File: config.mk
export PLATFORM = sky130hd
export DESIGN_NAME = sorted_tag_table_lookup_core
export DESIGN_NICKNAME = d
export VERILOG_FILES = /design/src/rtl/core/stt_pkg.sv /design/src/rtl/core/stt_ram.sv /design/src/rtl/core/stt_dpath.sv /design/src/rtl/core/stt_ctrl.sv /design/src/rtl/core/sorted_tag_table_lookup_core.sv
export SDC_FILE = /design/constraint.sdc
export NUM_CORES = 1
export LEC_CHECK = 0
export BUFFER_PORTS_ARGS = -buffer_cell sky130_fd_sc_hd__clkbuf_2
export CAP_MARGIN = 20
export CORE_MARGIN = 3
export CORE_UTILIZATION = 50
export CTS_BUF_LIST = sky130_fd_sc_hd__clkbuf_8
export DETAILED_ROUTE_END_ITERATION = 6
export GPL_TIMING_DRIVEN = 1
export PLACE_DENSITY = 0.69
export SLEW_MARGIN = 5
export SYNTH_ARGS = -nofsm -noshare
export SYNTH_HDL_FRONTEND = slang
export SYNTH_SLANG_ARGS = --single-unit
File: constraint.sdc
create_clock -name clk -period 5.1 [get_ports clk]
set_input_delay 0.765 -clock clk [delete_from_list [all_inputs] [get_ports clk]]
set_output_delay 0.765 -clock clk [all_outputs]
set_load 0.02 [all_outputs]
File: src/rtl/core/stt_pkg.sv
// ----------------------------------------------------------------------------
// stt_pkg - shared types and constants of the sorted tag table
// Command codes, datapath operations, status bundle and the key mask decoder.
// ----------------------------------------------------------------------------
package stt_pkg;

  localparam int unsigned TAG_W    = 48;
  localparam int unsigned CMD_W    = 2;
  localparam int unsigned IDX_IN_W = 4;
  localparam int unsigned LEN_W    = 3;
  localparam int unsigned CNT_IN_W = 5;

  // request command codes
  localparam logic [CMD_W-1:0] CMD_WRITE  = 2'd0;
  localparam logic [CMD_W-1:0] CMD_SORT   = 2'd1;
  localparam logic [CMD_W-1:0] CMD_SEARCH = 2'd2;
  localparam logic [CMD_W-1:0] CMD_NONE   = 2'd3;

  // operation the controller asks of the datapath in the current cycle
  typedef enum logic [3:0] {
    DP_IDLE,
    DP_LOAD,
    DP_WRITE,
    DP_PASS_START,
    DP_CARRY,
    DP_CMP,
    DP_PASS_END,
    DP_PROBE,
    DP_CHECK
  } stt_op_t;

  // datapath status seen by the controller
  typedef struct packed {
    logic wr_ok;
    logic limit_zero;
    logic last_cmp;
    logic range_empty;
    logic hit;
  } stt_stat_t;

  // keep the leading key bytes; a length of 0 counts as 1, 7 as 6
  function automatic logic [TAG_W-1:0] key_mask(input logic [LEN_W-1:0] len);
    logic [TAG_W-1:0] m;
    unique case (len) inside
      3'd0, 3'd1: m = 48'hFF00_0000_0000;
      3'd2:       m = 48'hFFFF_0000_0000;
      3'd3:       m = 48'hFFFF_FF00_0000;
      3'd4:       m = 48'hFFFF_FFFF_0000;
      3'd5:       m = 48'hFFFF_FFFF_FF00;
      3'd6, 3'd7: m = 48'hFFFF_FFFF_FFFF;
      default:    m = 48'hFFFF_FFFF_FFFF;
    endcase
    return m;
  endfunction

endpackage

File: src/rtl/core/stt_ram.sv
// ----------------------------------------------------------------------------
// stt_ram - generic single write, single read RAM
// One write port and one read port, read data registered.
// ----------------------------------------------------------------------------
module stt_ram #(
  parameter int unsigned WIDTH = 48,
  parameter int unsigned DEPTH = 16
) (
  input  logic                     clk,
  input  logic                     we,
  input  logic [$clog2(DEPTH)-1:0] waddr,
  input  logic [WIDTH-1:0]         wdata,
  input  logic [$clog2(DEPTH)-1:0] raddr,
  output logic [WIDTH-1:0]         rdata
);

  logic [WIDTH-1:0] mem [DEPTH];
  logic [WIDTH-1:0] rdata_r;

  always_ff @(posedge clk) begin
    if (we) begin
      mem[waddr] <= wdata;
    end
    rdata_r <= mem[raddr];
  end

  assign rdata = rdata_r;

endmodule

File: src/rtl/core/stt_dpath.sv
// ----------------------------------------------------------------------------
// stt_dpath - datapath of the sorted tag table
// Holds the count register, request fields, sort and search counters and the
// tag RAM; carries out one operation per cycle as the controller commands.
// ----------------------------------------------------------------------------
module stt_dpath #(
  parameter int unsigned MAX_ENTRIES = 16
) (
  input  logic                                clk,
  input  logic                                rst_n,
  input  stt_pkg::stt_op_t                    op,
  input  logic                                cfg_wr_en,
  input  logic [stt_pkg::CNT_IN_W-1:0]        cfg_wr_data,
  input  logic [stt_pkg::IDX_IN_W-1:0]        in_entry_index,
  input  logic [stt_pkg::TAG_W-1:0]           in_tag_bytes,
  input  logic [stt_pkg::LEN_W-1:0]           in_key_length,
  output stt_pkg::stt_stat_t                  stat
);

  import stt_pkg::*;

  localparam int unsigned IDX_W = $clog2(MAX_ENTRIES);
  localparam int unsigned CW    = $clog2(MAX_ENTRIES + 1);

  logic [CNT_IN_W-1:0] ent_cnt_r;
  logic [TAG_W-1:0]    tag_r;
  logic [TAG_W-1:0]    mask_r;
  logic [IDX_W-1:0]    idx_r;
  logic                wr_ok_r;
  logic [CW-1:0]       limit_r;
  logic [CW-1:0]       j_r;
  logic [CW-1:0]       lo_r;
  logic [CW-1:0]       hi_r;
  logic [IDX_W-1:0]    mid_r;
  logic [TAG_W-1:0]    carry_r;

  logic [CW-1:0]       n_w;
  logic [CW-1:0]       jp1;
  logic [CW-1:0]       jp2;
  logic [CW-1:0]       span;
  logic [CW-1:0]       mid_w;
  logic [TAG_W-1:0]    rd_data;
  logic                ram_we;
  logic [IDX_W-1:0]    ram_waddr;
  logic [TAG_W-1:0]    ram_wdata;
  logic [IDX_W-1:0]    ram_raddr;
  logic                swap;
  logic                less;

  // effective count: clamp to the table size
  assign n_w = (32'(ent_cnt_r) > 32'(MAX_ENTRIES)) ? CW'(MAX_ENTRIES) : CW'(ent_cnt_r);

  assign jp1   = j_r + CW'(1);
  assign jp2   = j_r + CW'(2);
  assign span  = hi_r - lo_r - CW'(1);
  assign mid_w = lo_r + (span >> 1);

  assign swap = carry_r > rd_data;
  assign less = (rd_data & mask_r) < (tag_r & mask_r);

  always_ff @(posedge clk) begin
    if (!rst_n) begin
      ent_cnt_r <= '0;
    end else if (cfg_wr_en) begin
      ent_cnt_r <= cfg_wr_data;
    end
  end

  always_ff @(posedge clk) begin
    case (op)
      DP_LOAD: begin
        tag_r   <= in_tag_bytes;
        mask_r  <= key_mask(in_key_length);
        idx_r   <= IDX_W'(in_entry_index);
        wr_ok_r <= 32'(in_entry_index) < 32'(n_w);
        limit_r <= (n_w == '0) ? '0 : n_w - CW'(1);
        lo_r    <= '0;
        hi_r    <= n_w;
      end
      DP_PASS_START: begin
        j_r <= '0;
      end
      DP_CARRY: begin
        carry_r <= rd_data;
      end
      DP_CMP: begin
        // keep the larger entry moving up
        if (!swap) begin
          carry_r <= rd_data;
        end
        j_r <= jp1;
      end
      DP_PASS_END: begin
        limit_r <= limit_r - CW'(1);
      end
      DP_PROBE: begin
        mid_r <= mid_w[IDX_W-1:0];
      end
      DP_CHECK: begin
        if (less) begin
          lo_r <= CW'(mid_r) + CW'(1);
        end else begin
          hi_r <= CW'(mid_r);
        end
      end
      default: begin
      end
    endcase
  end

  always_comb begin
    ram_we    = 1'b0;
    ram_waddr = idx_r;
    ram_wdata = tag_r;
    ram_raddr = '0;
    case (op)
      DP_WRITE: begin
        ram_we = wr_ok_r;
      end
      DP_CARRY: begin
        ram_raddr = jp1[IDX_W-1:0];
      end
      DP_CMP: begin
        ram_we    = 1'b1;
        ram_waddr = j_r[IDX_W-1:0];
        ram_wdata = swap ? rd_data : carry_r;
        ram_raddr = jp2[IDX_W-1:0];
      end
      DP_PASS_END: begin
        ram_we    = 1'b1;
        ram_waddr = limit_r[IDX_W-1:0];
        ram_wdata = carry_r;
      end
      DP_PROBE: begin
        ram_raddr = mid_w[IDX_W-1:0];
      end
      default: begin
      end
    endcase
  end

  stt_ram #(
    .WIDTH (TAG_W),
    .DEPTH (MAX_ENTRIES)
  ) u_ram (
    .clk   (clk),
    .we    (ram_we),
    .waddr (ram_waddr),
    .wdata (ram_wdata),
    .raddr (ram_raddr),
    .rdata (rd_data)
  );

  assign stat.wr_ok       = wr_ok_r;
  assign stat.limit_zero  = (limit_r == '0);
  assign stat.last_cmp    = (jp1 == limit_r);
  assign stat.range_empty = !(lo_r < hi_r);
  assign stat.hit         = ((rd_data ^ tag_r) & mask_r) == '0;

endmodule

File: src/rtl/core/stt_ctrl.sv
// ----------------------------------------------------------------------------
// stt_ctrl - controller of the sorted tag table
// Sequences write, bubble sort and binary search; drives the result strobe.
// ----------------------------------------------------------------------------
module stt_ctrl (
  input  logic                        clk,
  input  logic                        rst_n,
  input  logic                        start,
  input  logic [stt_pkg::CMD_W-1:0]   in_command,
  input  stt_pkg::stt_stat_t          stat,
  output stt_pkg::stt_op_t            op,
  output logic                        busy,
  output logic                        out_strobe,
  output logic                        out_found,
  output logic                        out_error
);

  import stt_pkg::*;

  typedef enum logic [3:0] {
    S_IDLE,
    S_WRITE,
    S_SORT_TEST,
    S_SORT_CARRY,
    S_SORT_CMP,
    S_SORT_END,
    S_SRCH_TEST,
    S_SRCH_CHECK
  } state_t;

  state_t state_r, state_nxt;
  logic   busy_r, busy_nxt;
  logic   strobe_r, strobe_nxt;
  logic   found_r, found_nxt;
  logic   error_r, error_nxt;

  always_comb begin
    state_nxt  = state_r;
    op         = DP_IDLE;
    strobe_nxt = 1'b0;
    found_nxt  = 1'b0;
    error_nxt  = 1'b0;
    unique case (state_r)
      S_IDLE: begin
        if (start) begin
          op = DP_LOAD;
          unique case (in_command)
            CMD_WRITE:  state_nxt = S_WRITE;
            CMD_SORT:   state_nxt = S_SORT_TEST;
            CMD_SEARCH: state_nxt = S_SRCH_TEST;
            CMD_NONE:   strobe_nxt = 1'b1;
            default:    strobe_nxt = 1'b1;
          endcase
        end
      end
      S_WRITE: begin
        op         = DP_WRITE;
        strobe_nxt = 1'b1;
        error_nxt  = !stat.wr_ok;
        state_nxt  = S_IDLE;
      end
      S_SORT_TEST: begin
        if (stat.limit_zero) begin
          strobe_nxt = 1'b1;
          state_nxt  = S_IDLE;
        end else begin
          op        = DP_PASS_START;
          state_nxt = S_SORT_CARRY;
        end
      end
      S_SORT_CARRY: begin
        op        = DP_CARRY;
        state_nxt = S_SORT_CMP;
      end
      S_SORT_CMP: begin
        op = DP_CMP;
        if (stat.last_cmp) begin
          state_nxt = S_SORT_END;
        end
      end
      S_SORT_END: begin
        op        = DP_PASS_END;
        state_nxt = S_SORT_TEST;
      end
      S_SRCH_TEST: begin
        if (stat.range_empty) begin
          strobe_nxt = 1'b1;
          state_nxt  = S_IDLE;
        end else begin
          op        = DP_PROBE;
          state_nxt = S_SRCH_CHECK;
        end
      end
      S_SRCH_CHECK: begin
        op = DP_CHECK;
        if (stat.hit) begin
          strobe_nxt = 1'b1;
          found_nxt  = 1'b1;
          state_nxt  = S_IDLE;
        end else begin
          state_nxt = S_SRCH_TEST;
        end
      end
      default: begin
        state_nxt = S_IDLE;
      end
    endcase
    busy_nxt = (state_nxt != S_IDLE);
  end

  always_ff @(posedge clk) begin
    if (!rst_n) begin
      state_r  <= S_IDLE;
      busy_r   <= 1'b0;
      strobe_r <= 1'b0;
      found_r  <= 1'b0;
      error_r  <= 1'b0;
    end else begin
      state_r  <= state_nxt;
      busy_r   <= busy_nxt;
      strobe_r <= strobe_nxt;
      found_r  <= found_nxt;
      error_r  <= error_nxt;
    end
  end

  assign busy       = busy_r;
  assign out_strobe = strobe_r;
  assign out_found  = found_r;
  assign out_error  = error_r;

endmodule

File: src/rtl/core/sorted_tag_table_lookup_core.sv
// ----------------------------------------------------------------------------
// sorted_tag_table_lookup_core - sorted table of 48-bit tags with lookup
// Write, bubble sort and prefix binary search over a small tag table.
// ----------------------------------------------------------------------------
// A request is taken on a clock edge with start high and busy low. Every
// request gives exactly one result: out_strobe is high for one cycle with
// out_found and out_error valid, and the receiver must take it there and
// then. A search makes at most log2(n) + 1 probes, and a sort of n used
// entries makes one pass of L compares for each L from n-1 down to 1. The
// tag RAM has a single read port: each probe needs a registered read
// before its compare, and each bubble pass streams one compare per cycle
// after a lead-in through the pass start and carry states. Busy falls in
// the cycle the result appears, so the next request may go in alongside
// it. The user must write the count register through cfg_wr_en and
// cfg_wr_data only while idle; the block itself does not enforce this.
// Count values above the table size act as the table size.
// Entries must be written before a sort or search touches them.
// ----------------------------------------------------------------------------
module sorted_tag_table_lookup_core #(
  parameter int unsigned MAX_ENTRIES = 16
) (
  input  logic                          clk,
  input  logic                          rst_n,
  input  logic                          start,
  output logic                          busy,
  input  logic [stt_pkg::CMD_W-1:0]     in_command,
  input  logic [stt_pkg::IDX_IN_W-1:0]  in_entry_index,
  input  logic [stt_pkg::TAG_W-1:0]     in_tag_bytes,
  input  logic [stt_pkg::LEN_W-1:0]     in_key_length,
  output logic                          out_strobe,
  output logic                          out_found,
  output logic                          out_error,
  input  logic                          cfg_wr_en,
  input  logic [stt_pkg::CNT_IN_W-1:0]  cfg_wr_data
);

  import stt_pkg::*;

  // controller to datapath: one operation per cycle
  stt_op_t   op;
  // datapath to controller: write permission, loop ends, search hit
  stt_stat_t stat;
  // start qualified by busy
  logic      req_take;

  assign req_take = start & ~busy;

  stt_ctrl u_ctrl (
    .clk        (clk),
    .rst_n      (rst_n),
    .start      (req_take),
    .in_command (in_command),
    .stat       (stat),
    .op         (op),
    .busy       (busy),
    .out_strobe (out_strobe),
    .out_found  (out_found),
    .out_error  (out_error)
  );

  stt_dpath #(
    .MAX_ENTRIES (MAX_ENTRIES)
  ) u_dpath (
    .clk            (clk),
    .rst_n          (rst_n),
    .op             (op),
    .cfg_wr_en      (cfg_wr_en),
    .cfg_wr_data    (cfg_wr_data),
    .in_entry_index (in_entry_index),
    .in_tag_bytes   (in_tag_bytes),
    .in_key_length  (in_key_length),
    .stat           (stat)
  );

endmodule

==> run summary, run 1 <==
The run finished with clean final reports. The total of warnings raised by yosys is 0. The final route contains 27,000 vias. VDD sags by at most 0.000210 V. The total setup violations reported at the end of the flow is 0. Type of the worst setup path: flip-flop to flip-flop. In this run, distinct cell masters in the synthesized netlist total 61.

Subtracting the final worst setup slack from the clock period gives 4.65 ns. The combined area of all synthesized cells was 40,700 µm². In the synthesized netlist the dominant register cell turns out to be sky130_fd_sc_hd__edfxtp_1. The number of antenna violations at the first check in global routing is 2, and the first-pass GRT wire length is 159,000 µm. After legalization and detailed placement, the total HPWL measured 57,400 µm. The run gives 0 as the number of routed nets with antenna violations.

The finished layout cell area is 45,500 µm², and the number of search-and-repair iterations in the first detailed-routing pass is 6. TritonCTS built the clock tree. The largest net degree at the start of global routing is 109, and the peak clock frequency supported by timing is 215 MHz.

Setup repair after global routing left no endpoint under its margin. Leaving out fill and tap cells, the most frequent cells in the layout are sky130_fd_sc_hd__edfxtp_1, sky130_fd_sc_hd__nand2_1, sky130_fd_sc_hd__nand3_1. Buffers placed on the I/O ports in this run total 69. The number of global-route vias before repair is 25,700, and the count of H-tree levels built during CTS is 4.

The tools report the kind of start point of the critical path as a flip-flop. STA classifies the critical path endpoint as a flip-flop. In the final layout, the share of cells above drive strength 1 is 10.5%. In this run the worst path has a maximum fanout of 18.

For the final database, setup skew stands at 0.0411 ns. In this run, post-CTS repair resized a total of 0 instances. The headroom to the max-slew limit is 23.7%, and the clock buffer count from CTS is 148. The summed negative setup slack over all endpoints came out at 0 ns. Relative to the synthesized area, the layout overhead comes to 12.0%. Clock latency on the worst-skew pair, taken at its later pin, is 0.81 ns. The die covers 84,800 µm².

The worst path uses 91.2% of the clock period. After floorplanning, the core was divided into 103 placement rows. Dividing the synthesized area by the synthesized cell count gives 12.1 µm². The post-place instance area is 42,600 µm².

The cell count after synthesis came out at 3,349. The most frequent standard cell in the layout excluding fill and tap cells is sky130_fd_sc_hd__edfxtp_1. Max-cap violations in this run came to 0. The net count after synthesis was 3,534; the number of enable-type register cells in the synthesized netlist was 898. Hold repair after CTS inserted 0 buffers.

Global routing finished with a remaining overflow of 0. Final routed wirelength across all metal layers: 106,000 µm. The final hold slack was 0.138 ns.

For the worst setup path, the data required time is 5.53 ns. Of all flip-flops after synthesis, the portion carrying an async set or reset was 0%. The number of placed instances, taps included is 4,364, and the width of the die is 291 µm. The logs give 69.3% for the proportion of synthesized chip area in sequential cells and 4,644 for the filler-free cell count of the finished design. Dividing the detail-routed via count by the number of cells gives 5.81. The tools report the final routed DRC violation total as 0.

For the number of pins with negative max-slew slack in the final report, the log shows 0. The run gives 0 as the number of hold violations in the final report. Global routing used 24.8% of the available tracks. The initial cell density of the core is 51.0%.

The logs give 3,364 for the number of DRC violations after detailed-routing iteration 0 and 79,800 µm² for the core box area. At the worst endpoint, the arrival time is 5.08 ns. Clock-pin slew was measured on the worst setup and hold paths at 0.06 ns.

The clock net in this run drives a total of 959 sinks. Height of the die: 291 µm. The congestion estimate from routability-driven global placement came to 0.855. The number of buffers between clock root and the deepest sink was 3; the fill cell total of the finished layout was 6,355.

The net count of the finished layout is 3,662. The worst hold-check path type was input port to flip-flop. Summed over all cells, the static leakage comes to 16.6 nW. The tools report the cell chosen for the clock root as sky130_fd_sc_hd__clkbuf_8.

The flip-flop and latch count after synthesis was 959; the total power per unit cell area was 335 nW/µm². The average wire per standard cell works out to 22.8 µm. 70 I/O pins were placed. At the pin with the least slew margin, the transition time is 1.14 ns.

The number of setup buffers added after CTS was 0.
[where the power goes]
part           switching, mW  leakage (nW)  total (mW)  internal, mW
Combinational          0.263          6.40       0.409         0.146
Clock                   2.96          1.60        6.13          3.17
Sequential            0.0613          8.61        8.70          8.63
Total                   3.29          16.6        15.2          11.9
[flip-flops by register name, summed over array words and instances (netlist names)]
register / count
u_dpath.lo_r: 5
u_dpath.tag_r: 48
u_ctrl.out_strobe: 1
u_dpath.ent_cnt_r: 5
u_dpath.limit_r: 5
u_ctrl.out_error: 1
u_dpath.u_ram.rdata: 48
u_dpath.idx_r: 4
u_dpath.u_ram.mem: 768
u_ctrl.busy: 1
u_dpath.mask_r: 5
u_dpath.carry_r: 48
u_dpath.hi_r: 5
u_dpath.mid_r: 4
u_ctrl.out_found: 1
u_dpath.wr_ok_r: 1
u_ctrl.state_r: 4
u_dpath.j_r: 5
[area by class of cell]
type | instances | area, µm² | area share, %
flip-flops and latches | 959 | 28200 | 61.9
multi-input cells | 2134 | 11600 | 25.5
clock buffers | 161 | 2220 | 4.87
repair buffers | 153 | 1310 | 2.89
well taps | 1050 | 1310 | 2.89
clock inverters | 105 | 589 | 1.29
inverters | 81 | 304 | 0.668
diodes | 1 | 2.50 | 0.00550
[cell usage after synthesis, types with 2 or more instances]
cell type / count / area, µm²
sky130_fd_sc_hd__ha_1: 117 / 1460
sky130_fd_sc_hd__o21ai_0: 41 / 205
sky130_fd_sc_hd__a221oi_1: 5 / 43.8
sky130_fd_sc_hd__nand3_1: 573 / 2870
sky130_fd_sc_hd__a211o_1: 2 / 17.5
sky130_fd_sc_hd__or3_1: 2 / 12.5
sky130_fd_sc_hd__dfxtp_1: 61 / 1220
sky130_fd_sc_hd__a211oi_1: 11 / 82.6
sky130_fd_sc_hd__mux2i_1: 55 / 551
sky130_fd_sc_hd__buf_1: 22 / 82.6
sky130_fd_sc_hd__buf_2: 56 / 280
sky130_fd_sc_hd__o21a_1: 6 / 45.0
sky130_fd_sc_hd__a221o_1: 2 / 20.0
sky130_fd_sc_hd__a22o_1: 3 / 26.3
sky130_fd_sc_hd__nor2b_1: 12 / 75.1
sky130_fd_sc_hd__and4_1: 2 / 17.5
sky130_fd_sc_hd__nand3b_1: 6 / 45.0
sky130_fd_sc_hd__nor3_1: 7 / 35.0
sky130_fd_sc_hd__xor2_1: 8 / 70.1
sky130_fd_sc_hd__o221ai_1: 2 / 17.5
sky130_fd_sc_hd__nor4_1: 4 / 25.0
sky130_fd_sc_hd__a21oi_1: 93 / 465
sky130_fd_sc_hd__and3_1: 4 / 25.0
sky130_fd_sc_hd__clkbuf_1: 93 / 349
sky130_fd_sc_hd__a2111oi_0: 3 / 26.3
sky130_fd_sc_hd__nand2_1: 836 / 3140
sky130_fd_sc_hd__nor2_1: 100 / 375
sky130_fd_sc_hd__a21o_1: 20 / 150
sky130_fd_sc_hd__a31oi_1: 2 / 12.5
sky130_fd_sc_hd__xnor2_1: 52 / 455
sky130_fd_sc_hd__inv_1: 81 / 304
sky130_fd_sc_hd__nand4_1: 76 / 475
sky130_fd_sc_hd__o211ai_1: 3 / 22.5
sky130_fd_sc_hd__o22ai_1: 3 / 18.8
sky130_fd_sc_hd__and2_1: 47 / 294
sky130_fd_sc_hd__edfxtp_1: 898 / 27000
sky130_fd_sc_hd__or2_2: 4 / 25.0
sky130_fd_sc_hd__o41ai_1: 2 / 17.5
sky130_fd_sc_hd__buf_6: 3 / 33.8
sky130_fd_sc_hd__nand2b_1: 10 / 62.6
sky130_fd_sc_hd__fa_1: 2 / 40.0
[layer usage]
layer / wire [µm] / track usage, % / vias up / part of all wire (%)
li1: - / - / 12300 / -
met1: 43500 / 35.2 / 13100 / 41
met2: 49100 / 38.6 / 1358 / 46
met3: 10400 / 4.53 / 199 / 9.8
met4: 3080 / 8.70 / 2 / 2.9
met5: 9 / 0 / - / 0.0085
[final timing paths]
kind | slack (ns) | cells past startpoint | startpoint | to
setup / recovery | 0.45 | 11 | u_dpath.u_ram.rdata[43] | u_dpath.u_ram.mem[12][24]
hold / removal | 0.14 | 1 | in_tag_bytes[47] | u_dpath.tag_r[47]
setup reg to reg | 0.45 | 11 | u_dpath.u_ram.rdata[43] | u_dpath.u_ram.mem[12][24]
hold reg to reg | 0.50 | 0 | u_dpath.u_ram.rdata[41] | u_dpath.carry_r[41]
[critical path, cell delays in order (launching register included)]
cell and delay [ns]:
sky130_fd_sc_hd__dfxtp_1 0.40, sky130_fd_sc_hd__inv_1 0.07, sky130_fd_sc_hd__ha_1 0.30, sky130_fd_sc_hd__nand4_1 0.09, sky130_fd_sc_hd__or2_1 0.33, sky130_fd_sc_hd__nor4_2 0.65
sky130_fd_sc_hd__a21boi_1 0.42, sky130_fd_sc_hd__a211oi_1 0.11, sky130_fd_sc_hd__or3_4 0.58, sky130_fd_sc_hd__buf_4 0.28, sky130_fd_sc_hd__mux2i_1 0.13, sky130_fd_sc_hd__a21oi_1 0.90
[through the flow]
step	worst slack (ns)	util, %	power, mW
after floorplan	1.05	-	9.08
after CTS	0.364	56.9	15.3
final	0.451	57.1	15.2
after detailed placement	0.397	53.4	9.26
after global placement	0.479	53.4	9.25
after global routing	0.227	57.1	15.7
[logic make-up after synthesis]
group                    after synthesis  synth area share [%]
AND/OR/NAND/NOR                     1688                  18.5
other                                  1               0.00922
flip-flops                           959                  69.3
AO/OA/AOI/OAI                        211                  3.19
XOR/XNOR                              60                  1.29
adder cells (fa/ha/maj)              119                  3.70
multiplexers                          55                  1.35
buffers and inverters                256                  2.60
Power figures use the tool's default switching activity.
==> run 2: changes to the inputs <==
--- a/config.mk
+++ b/config.mk
@@ -5,14 +5,14 @@
 export SDC_FILE = /design/constraint.sdc
 export NUM_CORES = 1
 export LEC_CHECK = 0
-export BUFFER_PORTS_ARGS = -buffer_cell sky130_fd_sc_hd__clkbuf_2
 export CAP_MARGIN = 20
-export CORE_MARGIN = 3
+export CORE_MARGIN = 5
 export CORE_UTILIZATION = 50
 export CTS_BUF_LIST = sky130_fd_sc_hd__clkbuf_8
 export DETAILED_ROUTE_END_ITERATION = 6
+export DONT_BUFFER_PORTS = 1
 export GPL_TIMING_DRIVEN = 1
-export PLACE_DENSITY = 0.69
+export PLACE_DENSITY = 0.68
 export SLEW_MARGIN = 5
 export SYNTH_ARGS = -nofsm -noshare
 export SYNTH_HDL_FRONTEND = slang
==> run 2 against run 1 <==
Compared with the run above: via count shrank 1.7%; flip-flop and latch count is the same; core utilization decreased by 0.83 points; non-clock buffer count down 47; combinational power fell by 3%; register-to-register slack improved by 0.10 ns; final area down 0.50%; fmax increased by 2.2%; setup slack improved by 0.10 ns; first-iteration DRC count down 11%; largest power group unchanged; highest routed layer is now met4.
==> run summary, run 2 (synthesis gave the netlist of run 1 again) <==
The logs give 0 ns (unchanged) for the summed negative setup slack over all endpoints and 0 (unchanged) for the total grt overflow. The data arrival time of the critical path came out at 4.96 ns (-0.12 ns). TritonCTS built the clock tree.

The number of DRC violations after detailed-routing iteration 0 was 3,004 (-11%). Number of input and output port buffers inserted: 0 (-100%). The slowest stage cell on the critical path is sky130_fd_sc_hd__a21oi_1. The post-place instance area was 42,300 µm² (-0.70%); the I/O pin count was 70 (unchanged).

The worst setup path is captured at a flip-flop. The row count was 104 (+0.97%). The switching part of the total was 21.7% (+0.11 points). The clock network power share is 39.7% (-0.5 points), and the data required time at the worst endpoint is 5.52 ns (about the same).

The flow ran to the end, and the final reports show no timing, DRC or antenna violations. The final routed DRC violation total is 0 (unchanged). For the global-route usage over all layers, the log shows 23.4% (-1.4 points). Register with the most flip-flops: u_dpath.u_ram.mem.

The max-capacitance violation count is 0 (unchanged), and the number of search-and-repair iterations in the first detailed-routing pass is 6 (unchanged). The number of buffers between clock root and the deepest sink was 3 (unchanged). The run gives 220 MHz (+2.2%) as the peak clock frequency supported by timing. The most critical setup path has its startpoint at u_dpath.u_ram.rdata[27]. The run gives 0.80 ns (about the same) as the source-to-sink clock delay at the later pin of the worst-skew pair. The kind of start point of the critical path was a flip-flop. The per-cell via count in the routed design is 5.76 (-0.89%). The run gives 959 (unchanged) as the number of sinks handled by clock tree synthesis. The most numerous cell on the critical path was sky130_fd_sc_hd__a21oi_1.

The total vias in the final route is 26,600 (-1.7%). Setup repair after global routing left no endpoint under its margin. The worst-case vdd ir drop is 0.000218 V (+3.8%). The critical path is of the flip-flop to flip-flop type. Walking the worst path, the cells encountered are inv_1 -> ha_1 -> a21oi_1 -> o21ai_0 -> a221oi_1 -> a21boi_1 -> a211oi_1 -> or3_4 -> mux2i_1 -> a21oi_1. The switching power was 3.27 mW (-0.64%). The run gives 4 (unchanged) as the count of H-tree levels built during CTS. The fraction of layout instances using a drive strength above 1 was 8.91% (-1.6 points). The number of hold violations in the final report was 0 (unchanged).

The post-layout minimum cycle time was 4.55 ns (-0.102 ns). The sequential standard cell area came out at 28,200 µm² (unchanged). Total power: 15.1 mW (-1.1%). The average wire per standard cell came out at 22.5 µm (-1.5%). CTS placed an instance of sky130_fd_sc_hd__clkbuf_8 at the clock tree root.

Number of pins with negative max-slew slack in the final report: 0 (unchanged). The portion of total power attributed to combinational logic is 2.6% (about the same). The number of setup buffers added after CTS is 0 (unchanged), and the share of power burned in registers is 57.7% (+0.6 points). The tools report the total of hold buffers inserted after clock tree synthesis as 0 (unchanged). The tools report the final net count as 3,614 (-1.3%). The highest fanout seen on the critical path works out to 42 (+24). The critical register-to-register path startpoint was u_dpath.u_ram.rdata[27]. For the number of antenna violations at the first check in global routing, the log shows 4 (+2). The CTS clock-pin slew for the worst setup and hold paths came out at 0.06 ns (about the same).

The final cycle utilization of the critical path is 89.2% (-2.0 points), and the headroom to the max-slew limit is 21.2% (-2.5 points). Number of global-route vias before repair: 25,100 (-2.3%). The core box area was 80,500 µm² (+0.97%); the clock tree skew after final layout was 0.0282 ns (-0.0129 ns). The total setup violations reported at the end of the flow was 0 (unchanged). Half-perimeter wire length after placement: 56,400 µm (-1.8%). The height of the die is 295 µm (+1.4%), and the width of the die is 295 µm (+1.4%). The clock buffer count from CTS is 147 (-0.68%). The worst hold path begins at in_key_length[2]. The min-delay analysis places its worst path in the category input port to flip-flop. The tools report the finished layout cell area as 45,300 µm² (-0.50%). The area of the multi-input gates is 11,600 µm² (unchanged).

The tools report the global placer's final weighted congestion as 0.841 (-1.6%). The number of routed nets with antenna violations is 0 (unchanged), and the core occupancy in the finished layout is 56.2% (-0.83 points). The design internal power is 11.8 mW (-1.3%). The final routed wirelength across all metal layers is 104,000 µm (-2.2%). The die outline area is 87,100 µm² (+2.8%).

The number of flip-flops in the largest register works out to 768 (unchanged). The highest cell delay on the worst timing path was 0.95 ns (+0.05 ns); the initial cell density of the core was 50.5% (-0.49 points). The area growth from synthesis to layout works out to 11.4%. The tools report the standby leakage power as 16.4 nW (-1.2%). In the layout the commonest cells are sky130_fd_sc_hd__edfxtp_1, sky130_fd_sc_hd__nand2_1, sky130_fd_sc_hd__nand3_1.

The largest net degree at the start of global routing was 121 (+11%); the fill cell total of the finished layout was 6,509 (+2.4%). The first-pass GRT wire length was 154,000 µm (-3.1%). The transition time at the pin with the least slew margin is 1.18 ns (+0.0371 ns). The total power per unit cell area came out at 333 nW/µm² (-0.62%). Total of cells resized after clock tree synthesis: 0 (unchanged). The most frequent standard cell in the layout excluding fill and tap cells was sky130_fd_sc_hd__edfxtp_1.
run 2: changes by cell type in the layout (fill, tap and decap cells not counted), moves of 4 or more:
cell | before | now
sky130_fd_sc_hd__buf_4 | 57 | 68
sky130_fd_sc_hd__inv_1 | 125 | 135
sky130_fd_sc_hd__clkbuf_2 | 69 | 0
sky130_fd_sc_hd__clkinv_1 | 32 | 21
sky130_fd_sc_hd__clkbuf_8 | 161 | 157
sky130_fd_sc_hd__buf_12 | 27 | 23
sky130_fd_sc_hd__dlygate4sd3_1 | 0 | 15
run 2: power groups by stage:
stage / Clock, mW / Sequential (mW) / Combinational [mW]
3_3_place_gp: 0 / 8.86 / 0.371
4_1_cts: 6.06 / 8.69 / 0.380
6_report: 5.97 / 8.69 / 0.397
3_5_place_dp: 0 / 8.86 / 0.377
5_1_grt: 6.43 / 8.69 / 0.437
2_1_floorplan: 0 / 8.83 / 0.255
run 2: final timing paths:
check | to | slack, ns | depth (start not counted)
worst min register to register | u_dpath.carry_r[43] | 0.49 | 0
worst max register to register | u_dpath.u_ram.mem[6][43] | 0.55 | 10
worst max-delay path | u_dpath.u_ram.mem[6][43] | 0.55 | 10
worst min-delay path | u_dpath.mask_r[23] | 0.06 | 0
run 2: area by class of cell:
cell class	count	share of cell area (%)
Sequential cell	959	62.2
Clock inverter	108	1.30
Antenna cell	3	0.0166
Clock buffer	157	4.77
Timing Repair Buffer	106	2.47
Multi-Input combinational cell	2134	25.6
Inverter	81	0.671
Tap cell	1060	2.93
run 2: metrics by stage:
| step | hold WS [ns] | setup slack (ns) | std cells |
|---|---|---|---|
| after detailed placement | 0.486 | 0.632 | 4316 |
| after global placement | 0.475 | 0.718 | 4316 |
| after floorplan | 0.458 | 1.05 | 3349 |
| after CTS | 0.0000301 | 0.616 | 4581 |
| final | 0.0635 | 0.553 | 4608 |
| after global routing | 0.00147 | 0.373 | 4606 |
run 2: routing by layer:
metal	vias up	share of wire, %	global-route usage, %
li1	12200	-	-
met1	12900	41	32.4
met2	1212	47	37.5
met3	196	9.4	5.11
met4	0	2.8	7.41
met5	-	0	0
run 2: critical path: cells and delay by family (launching register included):
| family | cells | cell delay [ns] |
|---|---|---|
| buffers and inverters | 1 | 0.07 |
| flip-flops | 1 | 0.40 |
| adder cells (fa/ha/maj) | 1 | 0.33 |
| multiplexers | 1 | 0.16 |
| AND/OR/NAND/NOR | 1 | 0.79 |
| AO/OA/AOI/OAI | 6 | 2.40 |
